--- src/rtl/core/wavetable_playback_engine_defines.svh ---
// Assertion macros for the wavetable playback engine.
`ifndef WAVETABLE_PLAYBACK_ENGINE_DEFINES_SVH
`define WAVETABLE_PLAYBACK_ENGINE_DEFINES_SVH
`ifndef SYNTHESIS
`define WPE_ASSERT(label, clk, rst_n, prop, msg) \
    label: assert property (@(posedge clk) disable iff (!rst_n) prop) else $error(msg);
`define WPE_ASSERT_NR(label, clk, prop, msg) \
    label: assert property (@(posedge clk) prop) else $error(msg);
`else
`define WPE_ASSERT(label, clk, rst_n, prop, msg)
`define WPE_ASSERT_NR(label, clk, prop, msg)
`endif
`endif

--- src/rtl/core/wpe_pkg.sv ---
// ----------------------------------------------------------------------------
// wpe_pkg
// Types and constants shared by the wavetable playback engine.
// ----------------------------------------------------------------------------
package wpe_pkg;
    localparam int unsigned CLOCK_HZ    = 16000000;
    localparam int unsigned TABLE_DEPTH = 256;
    localparam int unsigned MAX_SHIFTS  = 8;
    localparam int unsigned N_SHIFTS    = (MAX_SHIFTS < 8) ? MAX_SHIFTS : 8;
    localparam int unsigned DEPTH_MASK  = TABLE_DEPTH - 1;
    // dividend width: CLOCK_HZ << 7 fits in 34 bits
    localparam int unsigned DW = 34;
    localparam logic [15:0] RESET_PERIOD = 16'd1136;
    localparam logic [3:0]  RESET_LOG2   = 4'd8;

    localparam logic [1:0] FUNC_TICK  = 2'd0;
    localparam logic [1:0] FUNC_STAGE = 2'd1;
    localparam logic [1:0] FUNC_RATE  = 2'd2;

    typedef struct packed {
        logic [1:0]  func;
        logic [7:0]  entry_index;
        logic signed [7:0] entry_value;
        logic        entry_last;
        logic [23:0] step_rate;
    } t_in_item;

    typedef struct packed {
        logic [7:0]  pwm_level;
        logic [15:0] timer_period;
        logic [7:0]  played_index;
    } t_out_item;

    localparam int unsigned QDEPTH = 2;
endpackage

--- src/rtl/core/wpe_front.sv ---
// ----------------------------------------------------------------------------
// wpe_front
// Input queue: accepts beats and drops unused func codes.
// ----------------------------------------------------------------------------
module wpe_front (
    input  logic              i_clk,
    input  logic              i_rst_n,
    input  logic              i_push,
    input  wpe_pkg::t_in_item i_data,
    output logic              o_full,
    output logic              o_valid,
    output wpe_pkg::t_in_item o_data,
    input  logic              i_take
);
    import wpe_pkg::*;
    t_in_item   r_q [QDEPTH];
    logic       r_wp, r_rp;
    logic [1:0] r_cnt, n_cnt;
    logic       w_acc, w_keep;

    assign o_full  = (r_cnt == 2'(QDEPTH));
    assign o_valid = (r_cnt != 2'd0);
    assign o_data  = r_q[r_rp];
    assign w_acc   = i_push && !o_full;
    assign w_keep  = w_acc && (i_data.func != 2'd3);

    always_comb begin
        n_cnt = r_cnt + {1'b0, w_keep} - {1'b0, i_take && o_valid};
    end

    always_ff @(posedge i_clk) begin
        if (!i_rst_n) begin
            r_wp <= 1'b0;
            r_rp <= 1'b0;
            r_cnt <= 2'd0;
        end else begin
            r_cnt <= n_cnt;
            if (w_keep) r_wp <= ~r_wp;
            if (i_take && o_valid) r_rp <= ~r_rp;
        end
        if (w_keep) r_q[r_wp] <= i_data;
    end
endmodule

--- src/rtl/core/wpe_divider.sv ---
// ----------------------------------------------------------------------------
// wpe_divider
// Restoring divider, one quotient bit per cycle.
// ----------------------------------------------------------------------------
module wpe_divider (
    input  logic                   i_clk,
    input  logic                   i_rst_n,
    input  logic                   i_start,
    input  logic [wpe_pkg::DW-1:0] i_num,
    input  logic [23:0]            i_den,
    output logic                   o_done,
    output logic [wpe_pkg::DW-1:0] o_quo
);
    import wpe_pkg::*;
    logic [DW-1:0] r_num, r_quo;
    logic [24:0]   r_rem;
    logic [23:0]   r_den;
    logic [5:0]    r_cnt;
    logic          r_busy;
    logic [24:0]   w_trial;
    logic [25:0]   w_diff;

    assign w_trial = {r_rem[23:0], r_num[DW-1]};
    assign w_diff  = {1'b0, w_trial} - {2'b0, r_den};
    assign o_quo   = r_quo;

    always_ff @(posedge i_clk) begin
        if (!i_rst_n) begin
            r_busy <= 1'b0;
            o_done <= 1'b0;
        end else begin
            o_done <= 1'b0;
            if (i_start) begin
                r_busy <= 1'b1;
            end else if (r_busy && r_cnt == 6'(DW - 1)) begin
                r_busy <= 1'b0;
                o_done <= 1'b1;
            end
        end
        if (i_start) begin
            r_num <= i_num;
            r_den <= i_den;
            r_rem <= '0;
            r_cnt <= '0;
        end else if (r_busy) begin
            r_num <= r_num << 1;
            r_cnt <= r_cnt + 6'd1;
            if (!w_diff[25]) begin
                r_rem <= w_diff[24:0];
                r_quo <= {r_quo[DW-2:0], 1'b1};
            end else begin
                r_rem <= w_trial;
                r_quo <= {r_quo[DW-2:0], 1'b0};
            end
        end
    end
endmodule

--- src/rtl/core/wpe_back.sv ---
// ----------------------------------------------------------------------------
// wpe_back
// Executes ticks, stage writes and rate searches; holds tables and state.
// ----------------------------------------------------------------------------
`include "wavetable_playback_engine_defines.svh"
module wpe_back (
    input  logic               i_clk,
    input  logic               i_rst_n,
    input  logic               i_cfg_we,
    input  logic [3:0]         i_cfg_wdata,
    input  logic               i_valid,
    input  wpe_pkg::t_in_item  i_data,
    output logic               o_take,
    output logic               o_empty,
    output wpe_pkg::t_out_item o_data,
    input  logic               i_pop
);
    import wpe_pkg::*;

    typedef enum logic [6:0] {
        S_IDLE  = 7'b0000001,
        S_DIV   = 7'b0000010,
        S_WAIT  = 7'b0000100,
        S_RATE  = 7'b0001000,
        S_READ  = 7'b0010000,
        S_OUT   = 7'b0100000,
        S_CLR   = 7'b1000000
    } t_state;

    t_state      r_st;
    t_in_item    r_it;
    logic [7:0]  r_play [TABLE_DEPTH];
    logic [7:0]  r_stage [TABLE_DEPTH];
    logic [7:0]  r_ps_rd, r_st_rd;
    logic [7:0]  r_clr;
    logic [7:0]  r_idx, r_astep, r_pstep, r_cstep;
    logic [15:0] r_pper, r_aper;
    logic        r_upd, r_armed, r_run, r_outv, r_use_st;
    logic [23:0] r_last;
    logic [3:0]  r_log2;
    logic [2:0]  r_sh;
    logic [7:0]  r_ridx;
    logic [DW-1:0] r_q;
    t_out_item   r_out, r_pend;
    logic        w_start, w_done, w_hit, w_out_move;
    logic [DW-1:0] w_quo;
    logic [7:0]  w_mask, w_rem_mask, w_samp;
    logic [3:0]  w_l;
    logic        w_run, w_upd_now;
    logic [7:0]  w_step;

    wpe_divider u_div (
        .i_clk(i_clk), .i_rst_n(i_rst_n), .i_start(w_start),
        .i_num(DW'(CLOCK_HZ) << r_sh), .i_den(r_it.step_rate),
        .o_done(w_done), .o_quo(w_quo)
    );

    assign o_take  = (r_st == S_IDLE) && i_valid;
    assign o_empty = !r_outv;
    assign o_data  = r_out;
    assign w_start = (r_st == S_DIV);
    assign w_hit   = w_quo > DW'(255);
    assign w_l     = (r_log2 > 4'd8) ? 4'd8 : r_log2;
    assign w_mask  = 8'(((9'd1 << w_l) - 9'd1) & 9'(DEPTH_MASK));
    assign w_rem_mask = r_pstep - 8'd1;
    assign w_upd_now  = r_upd && r_pstep != 8'd0 && ((r_idx & w_rem_mask) == 8'd0);
    assign w_step  = w_upd_now ? r_pstep : r_astep;
    assign w_run   = (r_idx == 8'd0) ? r_armed : r_run;
    assign w_samp  = r_use_st ? r_st_rd : r_ps_rd;
    // finished tick moves to the result register once it is free or being popped
    assign w_out_move = (r_st == S_OUT) && (!r_outv || i_pop);

    always_ff @(posedge i_clk) begin
        if (!i_rst_n) begin
            r_st <= S_CLR;
            r_clr <= '0;
            r_idx <= '0; r_astep <= 8'd1; r_pstep <= 8'd1; r_cstep <= 8'd1;
            r_pper <= RESET_PERIOD; r_aper <= RESET_PERIOD;
            r_upd <= 1'b0; r_armed <= 1'b0; r_run <= 1'b0; r_outv <= 1'b0;
            r_last <= '0; r_log2 <= RESET_LOG2;
        end else begin
            if (i_cfg_we) r_log2 <= i_cfg_wdata;
            if (w_out_move) r_outv <= 1'b1;
            else if (i_pop && r_outv) r_outv <= 1'b0;
            case (r_st)
                S_CLR: begin
                    r_play[r_clr] <= 8'd0;
                    r_stage[r_clr] <= 8'd0;
                    r_clr <= r_clr + 8'd1;
                    if (r_clr == 8'(DEPTH_MASK)) r_st <= S_IDLE;
                end
                S_IDLE: begin
                    if (o_take) begin
                        r_it <= i_data;
                        case (i_data.func)
                            FUNC_STAGE: begin
                                if (!r_run) begin
                                    r_stage[i_data.entry_index] <= i_data.entry_value;
                                    if (i_data.entry_last) begin
                                        r_cstep <= r_pstep;
                                        r_armed <= 1'b1;
                                    end
                                end
                            end
                            FUNC_RATE: begin
                                if (i_data.step_rate != 24'd0 && i_data.step_rate != r_last) begin
                                    r_last <= i_data.step_rate;
                                    r_sh <= 3'd0;
                                    r_st <= S_DIV;
                                end
                            end
                            FUNC_TICK: begin
                                if (w_upd_now) begin
                                    r_aper <= r_pper;
                                    r_astep <= r_pstep;
                                    r_upd <= 1'b0;
                                end
                                if (r_idx == 8'd0) begin
                                    r_run <= r_armed;
                                    r_armed <= 1'b0;
                                end
                                r_use_st <= w_run;
                                r_ridx <= r_idx;
                                r_ps_rd <= r_play[r_idx];
                                r_st_rd <= r_stage[r_idx];
                                r_idx <= (r_idx + w_step) & w_mask;
                                r_st <= S_READ;
                            end
                            default: ;
                        endcase
                    end
                end
                S_DIV: r_st <= S_WAIT;
                S_WAIT: begin
                    if (w_done) begin
                        r_q <= w_quo;
                        if (w_hit) begin
                            r_pstep <= 8'd1 << r_sh;
                            r_st <= S_RATE;
                        end else if (32'(r_sh) == N_SHIFTS - 1) begin
                            r_st <= S_RATE;
                        end else begin
                            r_sh <= r_sh + 3'd1;
                            r_st <= S_DIV;
                        end
                    end
                end
                S_RATE: begin
                    if (r_q == '0) r_pper <= 16'd0;
                    else if (r_q - DW'(1) > DW'(65535)) r_pper <= 16'hFFFF;
                    else r_pper <= 16'(r_q - DW'(1));
                    r_upd <= 1'b1;
                    if (r_pstep < r_cstep) begin
                        r_cstep <= r_pstep;
                        r_armed <= 1'b1;
                    end
                    r_st <= S_IDLE;
                end
                S_READ: begin
                    if (r_use_st) r_play[r_ridx] <= w_samp;
                    r_pend.pwm_level <= w_samp ^ 8'h80;
                    r_pend.timer_period <= r_aper;
                    r_pend.played_index <= r_ridx;
                    r_st <= S_OUT;
                end
                S_OUT: begin
                    if (w_out_move) begin
                        r_out <= r_pend;
                        r_st <= S_IDLE;
                    end
                end
                default: r_st <= S_IDLE;
            endcase
        end
    end

    `WPE_ASSERT(a_no_take_busy, i_clk, i_rst_n, o_take |=> r_st != S_IDLE || r_it.func != FUNC_TICK, "tick finished too early")
    `WPE_ASSERT(a_out_hold, i_clk, i_rst_n, (r_outv && !i_pop) |=> r_outv && $stable(r_out), "result lost")
    `WPE_ASSERT(a_idx_mask, i_clk, i_rst_n, (r_st == S_READ) |-> ((r_idx & ~w_mask) == 8'd0 || $past(i_cfg_we)), "index beyond mask")
    `WPE_ASSERT(a_step_pow2, i_clk, i_rst_n, 1'b1 |-> $onehot(r_pstep) && $onehot(r_astep), "step not power of two")
endmodule

--- src/rtl/core/wavetable_playback_engine.sv ---
// ----------------------------------------------------------------------------
// wavetable_playback_engine
// Double-buffered wavetable oscillator: input queue front, executing back.
// ----------------------------------------------------------------------------
// Timing: a tick beat passes from the queue through S_READ and S_OUT into the
// result register, and waits in S_OUT while that register is full. Stage beats
// are executed as they leave the queue. A rate beat runs up to eight serial
// divisions in the shared divider. The back takes no new beat until it is back in S_IDLE, so ticks do not overlap.
// Reset (synchronous, active low) clears control state, then a clearing pass
// over every entry zeroes both tables before the first beat is taken.
module wavetable_playback_engine (
    input  logic               i_clk,
    input  logic               i_rst_n,
    input  logic               i_push,
    input  wpe_pkg::t_in_item  i_data,
    output logic               o_full,
    output logic               o_empty,
    input  logic               i_pop,
    output wpe_pkg::t_out_item o_data,
    input  logic               i_cfg_we,
    input  logic [3:0]         i_cfg_wdata
);
    import wpe_pkg::*;
    logic     w_valid, w_take;
    t_in_item w_item;

    // front: two-entry queue, unused func codes dropped on entry
    wpe_front u_front (
        .i_clk(i_clk), .i_rst_n(i_rst_n), .i_push(i_push), .i_data(i_data),
        .o_full(o_full), .o_valid(w_valid), .o_data(w_item), .i_take(w_take)
    );

    // back: tables, rate search, pending tick register, one-entry result register
    wpe_back u_back (
        .i_clk(i_clk), .i_rst_n(i_rst_n), .i_cfg_we(i_cfg_we),
        .i_cfg_wdata(i_cfg_wdata), .i_valid(w_valid), .i_data(w_item),
        .o_take(w_take), .o_empty(o_empty), .o_data(o_data), .i_pop(i_pop)
    );
endmodule

--- config.mk ---
export PLATFORM = sky130hd
export DESIGN_NAME = wavetable_playback_engine
export DESIGN_NICKNAME = d
export VERILOG_FILES = /design/src/rtl/core/wpe_pkg.sv /design/src/rtl/core/wpe_front.sv /design/src/rtl/core/wpe_divider.sv /design/src/rtl/core/wpe_back.sv /design/src/rtl/core/wavetable_playback_engine.sv
export VERILOG_INCLUDE_DIRS = /design/src /design/src/rtl/core
export SDC_FILE = /design/constraint.sdc
export NUM_CORES = 2
export LEC_CHECK = 0
export ABC_AREA = 1
export BUFFER_PORTS_ARGS = -buffer_cell sky130_fd_sc_hd__buf_2
export CORE_MARGIN = 3
export CORE_UTILIZATION = 40
export DETAILED_ROUTE_END_ITERATION = 6
export HOLD_SLACK_MARGIN = 0.03
export PLACE_DENSITY = 0.51
export SLEW_MARGIN = 20
export SYNTH_ARGS = -nofsm -noshare
export SYNTH_HDL_FRONTEND = slang
export SYNTH_MEMORY_MAX_BITS = 65536
export SYNTH_SLANG_ARGS = --single-unit
--- constraint.sdc ---
create_clock -name i_clk -period 31.8 [get_ports i_clk]
set_input_delay 3.18 -clock i_clk [delete_from_list [all_inputs] [get_ports i_clk]]
set_output_delay 3.18 -clock i_clk [all_outputs]
set_load 0.05 [all_outputs]
==> impl_metrics.json <==
{
  "status": "finished with violations",
  "die_w_um": 682.7,
  "cp_common_cell": "buf_4",
  "htree_num_levels": 5,
  "end_kind": "register",
  "fin_crit_ns": 7.754,
  "clk_latency_ns": 1.00,
  "syn-num-nets": 14860,
  "slew_viol_final": 0,
  "fin_crit_sh": 0.2438,
  "routed_via_density": 5.703,
  "layout.nets": 14630,
  "syn_avg_cell_area_um2": 12.41,
  "core_um2": 454300,
  "clock_sinks": 4562,
  "dieArea_um2": 466100,
  "dpl.hpwl_um": 318200,
  "wl_per_cell_um": 26.72,
  "wirelength_um": 558500,
  "async_flop_share": 0,
  "power_density_nw_per_um2": 61.72,
  "worstPathArrival_ns": 8.43,
  "min_to": "u_back.u_div.r_den[13]",
  "grt.total_usage": 0.2326,
  "cts.hold.buffers_added": 0,
  "synth_ff_type": "edfxtp_1",
  "dpl_cell_area_um2": 189500,
  "r2r-start": "u_back.r_idx[0]",
  "synth_area_um2": 183200,
  "hold_path_startpoint": "u_back.r_it[13]",
  "startpoint": "i_rst_n",
  "drt_iter0_drc": 13140,
  "place.gp.congestion": 0.8346,
  "slew_headroom": 0.1587,
  "r2r_cells": 14,
  "whs_ns": 0.4098,
  "slowest_delay_ns": 0.83,
  "grt_overflow_total": 0,
  "area_growth_pct": 11.80,
  "hold_viol": 0,
  "first_pass_iters": 7,
  "rrSetupSlack_ns": 25.55,
  "yosysWarnings": 0,
  "drive_above_1_share": 0.07590,
  "cts_buffers": 468,
  "place_ws_ns": 22.94,
  "cp_cell_sequence": "buf_2, buf_4, nand2_4, nor2_8, inv_1, a21oi_4, buf_4, buf_4, buf_4",
  "synthTopCellsByArea": "edfxtp_1 72%, nor2_1 6.0%, o21ai_0 6.0%, nand2_1 2.9%, o22ai_1 1.9%",
  "hold_depth": 0,
  "crit_buf_inv": 6,
  "antenna_found_initial": 23,
  "die_h_um": 682.7,
  "synth_seq_area_share": 0.7398,
  "cp.required_ns": 32.48,
  "tns_ns": 0,
  "min_path_type": "reg2reg",
  "synth-edff-count": 4414,
  "yosys.area.top_type": "edfxtp_1",
  "fmaxAchievable_ghz": 0.1290,
  "cp_max_fo": 63,
  "rr_endpoint": "u_back.r_ps_rd[0]",
  "grt_pass1_vias": 115000,
  "grt_pass1_wl_um": 806100,
  "tightestPinTransition_ns": 1.249,
  "clockBufferDepth": 4,
  "drv_cap": 0,
  "io_buffers": 85,
  "post-cts-setup-buffers": 0,
  "violations": "design-rule violations",
  "drc": 14,
  "p_leak_nw": 67.83,
  "cts_tree": "yes",
  "row_count": 247,
  "antenna_left": 0,
  "cts_resized": 0,
  "setup_ws_ns": 24.05,
  "synthCells": 14760,
  "yosys.cell_types.count": 63,
  "cts_root_buf": "clkbuf_16",
  "io_pins": 86,
  "fin_skew_ns": 0.05343,
  "start_kind": "primary input",
  "n_fill_cell": 41420,
  "p_total_mw": 12.64,
  "vias": 119200,
  "cpLargestDelayFamily": "buffers and inverters",
  "start_util": 0.4032,
  "grt_setup_unrepaired": "no",
  "crit_type": "in2reg",
  "finalInstanceArea_um2": 204800,
  "setup_viol": 0,
  "cpMaxStageDelayCell": "buf_4",
  "ys_seq_elements": 4562,
  "vdd_drop_max_mv": 0.04917,
  "grt_max_degree": 178,
  "path_clk_slew_ns": 0.06,
  "synth_top_area_frac": 0.7236
}
## synthesized netlist by cell type (7+ instances only)
library cell,count
nand2_4,15
nor2_4,7
nor3_1,42
buf_6,13
o221ai_1,193
or2_2,14
xor2_1,38
o21ai_0,2209
buf_1,94
inv_2,9
buf_2,77
nand4_1,60
o211ai_1,268
nand3b_1,9
dfxtp_1,148
nand2_2,13
clkbuf_1,817
ha_1,53
edfxtp_1,4414
nor2_1,2947
nand2_1,1406
a31oi_1,36
inv_1,281
a211oi_1,7
o22ai_1,569
xnor2_1,19
nor4_1,14
nand3_1,627
a21oi_1,273
## per-layer routing
layer | wire length, um | GRT usage | vias to the layer above
li1 | - | - | 53470
met1 | 248100 | 0.3415 | 60040
met2 | 251700 | 0.3591 | 4919
met3 | 44070 | 0.03902 | 765
met4 | 14580 | 0.06052 | 4
met5 | 14 | 0 | -
## stage by stage
stage,std cells,util
finish,20900,0.4508
global route,20890,0.4508
CTS,20890,0.4507
detailed placement,20030,0.4170
global placement,20030,0.4170
floorplan,14760,-
## where the power goes
part           internal, mW  total [mW]  switching [mW]
Sequential             6.55        6.58          0.0229
Clock                  3.21        5.55            2.34
Combinational         0.130       0.516           0.386
## state kept, by name, indices dropped and copies added (netlist names), 16 cells and up, named ones only
name,flops
u_back.u_div.r_rem,24
u_back.r_play,2048
u_back.u_div.r_num,24
u_back.u_div.r_den,24
u_back.r_it,24
u_back.o_data,32
u_back.r_last,24
u_back.r_stage,2048
u_back.r_pend,32
u_back.r_pper,16
u_back.u_div.o_quo,34
u_back.r_aper,16
u_back.r_q,34
u_front.r_q,86
## cells by family after synthesis
logic type | count (synthesis) | synth area share
simple gates | 5179 | 0.1144
flops | 4562 | 0.7398
compound gates | 3597 | 0.1113
buf+inv | 1303 | 0.02794
xor+xnor | 57 | 0.002725
fa+ha+maj | 55 | 0.003839
mux | 2 | 0.0001093
## worst max-delay path by stage
stage                                        to  slack [ns]  cells past startpoint
after CTS                 u_back.r_stage[59][7]       24.03                      9
after detailed placement  u_back.r_stage[58][7]       22.94                      9
after global routing      u_back.r_stage[48][7]       23.69                      9
after floorplan            u_back.r_stage[0][0]       19.66                      5
final                     u_back.r_stage[59][7]       24.05                      9
after global placement    u_back.r_stage[58][7]       22.99                      9
## cells in the final DEF (no fill, tap or decap), types with 19 or more instances in the layout
master,count
nor2_4,24
nand2_2,29
bufinv_16,56
nand4_1,60
xor2_1,38
buf_12,30
nand3_1,623
a21oi_1,265
edfxtp_1,4414
nand2_1,1390
clkbuf_1,94
clkinv_1,100
xnor2_1,19
nor2_1,2931
dfxtp_1,140
clkinv_2,88
o221ai_1,193
ha_1,53
buf_2,85
o211ai_1,268
nor3_1,40
buf_4,186
a31oi_1,36
inv_1,276
o22ai_1,569
clkbuf_16,476
o21ai_0,2209
## cell type report
| type | count | area [um^2] | area share |
|---|---|---|---|
| Sequential cell | 4562 | 135500 | 0.6618 |
| Multi-Input combinational cell | 8890 | 42840 | 0.2092 |
| Clock buffer | 578 | 12370 | 0.06042 |
| Tap cell | 5976 | 7477 | 0.03651 |
| Clock inverter | 283 | 2943 | 0.01437 |
| Timing Repair Buffer | 302 | 2434 | 0.01188 |
| Inverter | 300 | 1171 | 0.005718 |
| Antenna cell | 9 | 22.52 | 0.0001100 |
No activity file was read; power rests on OpenSTA's default activity.
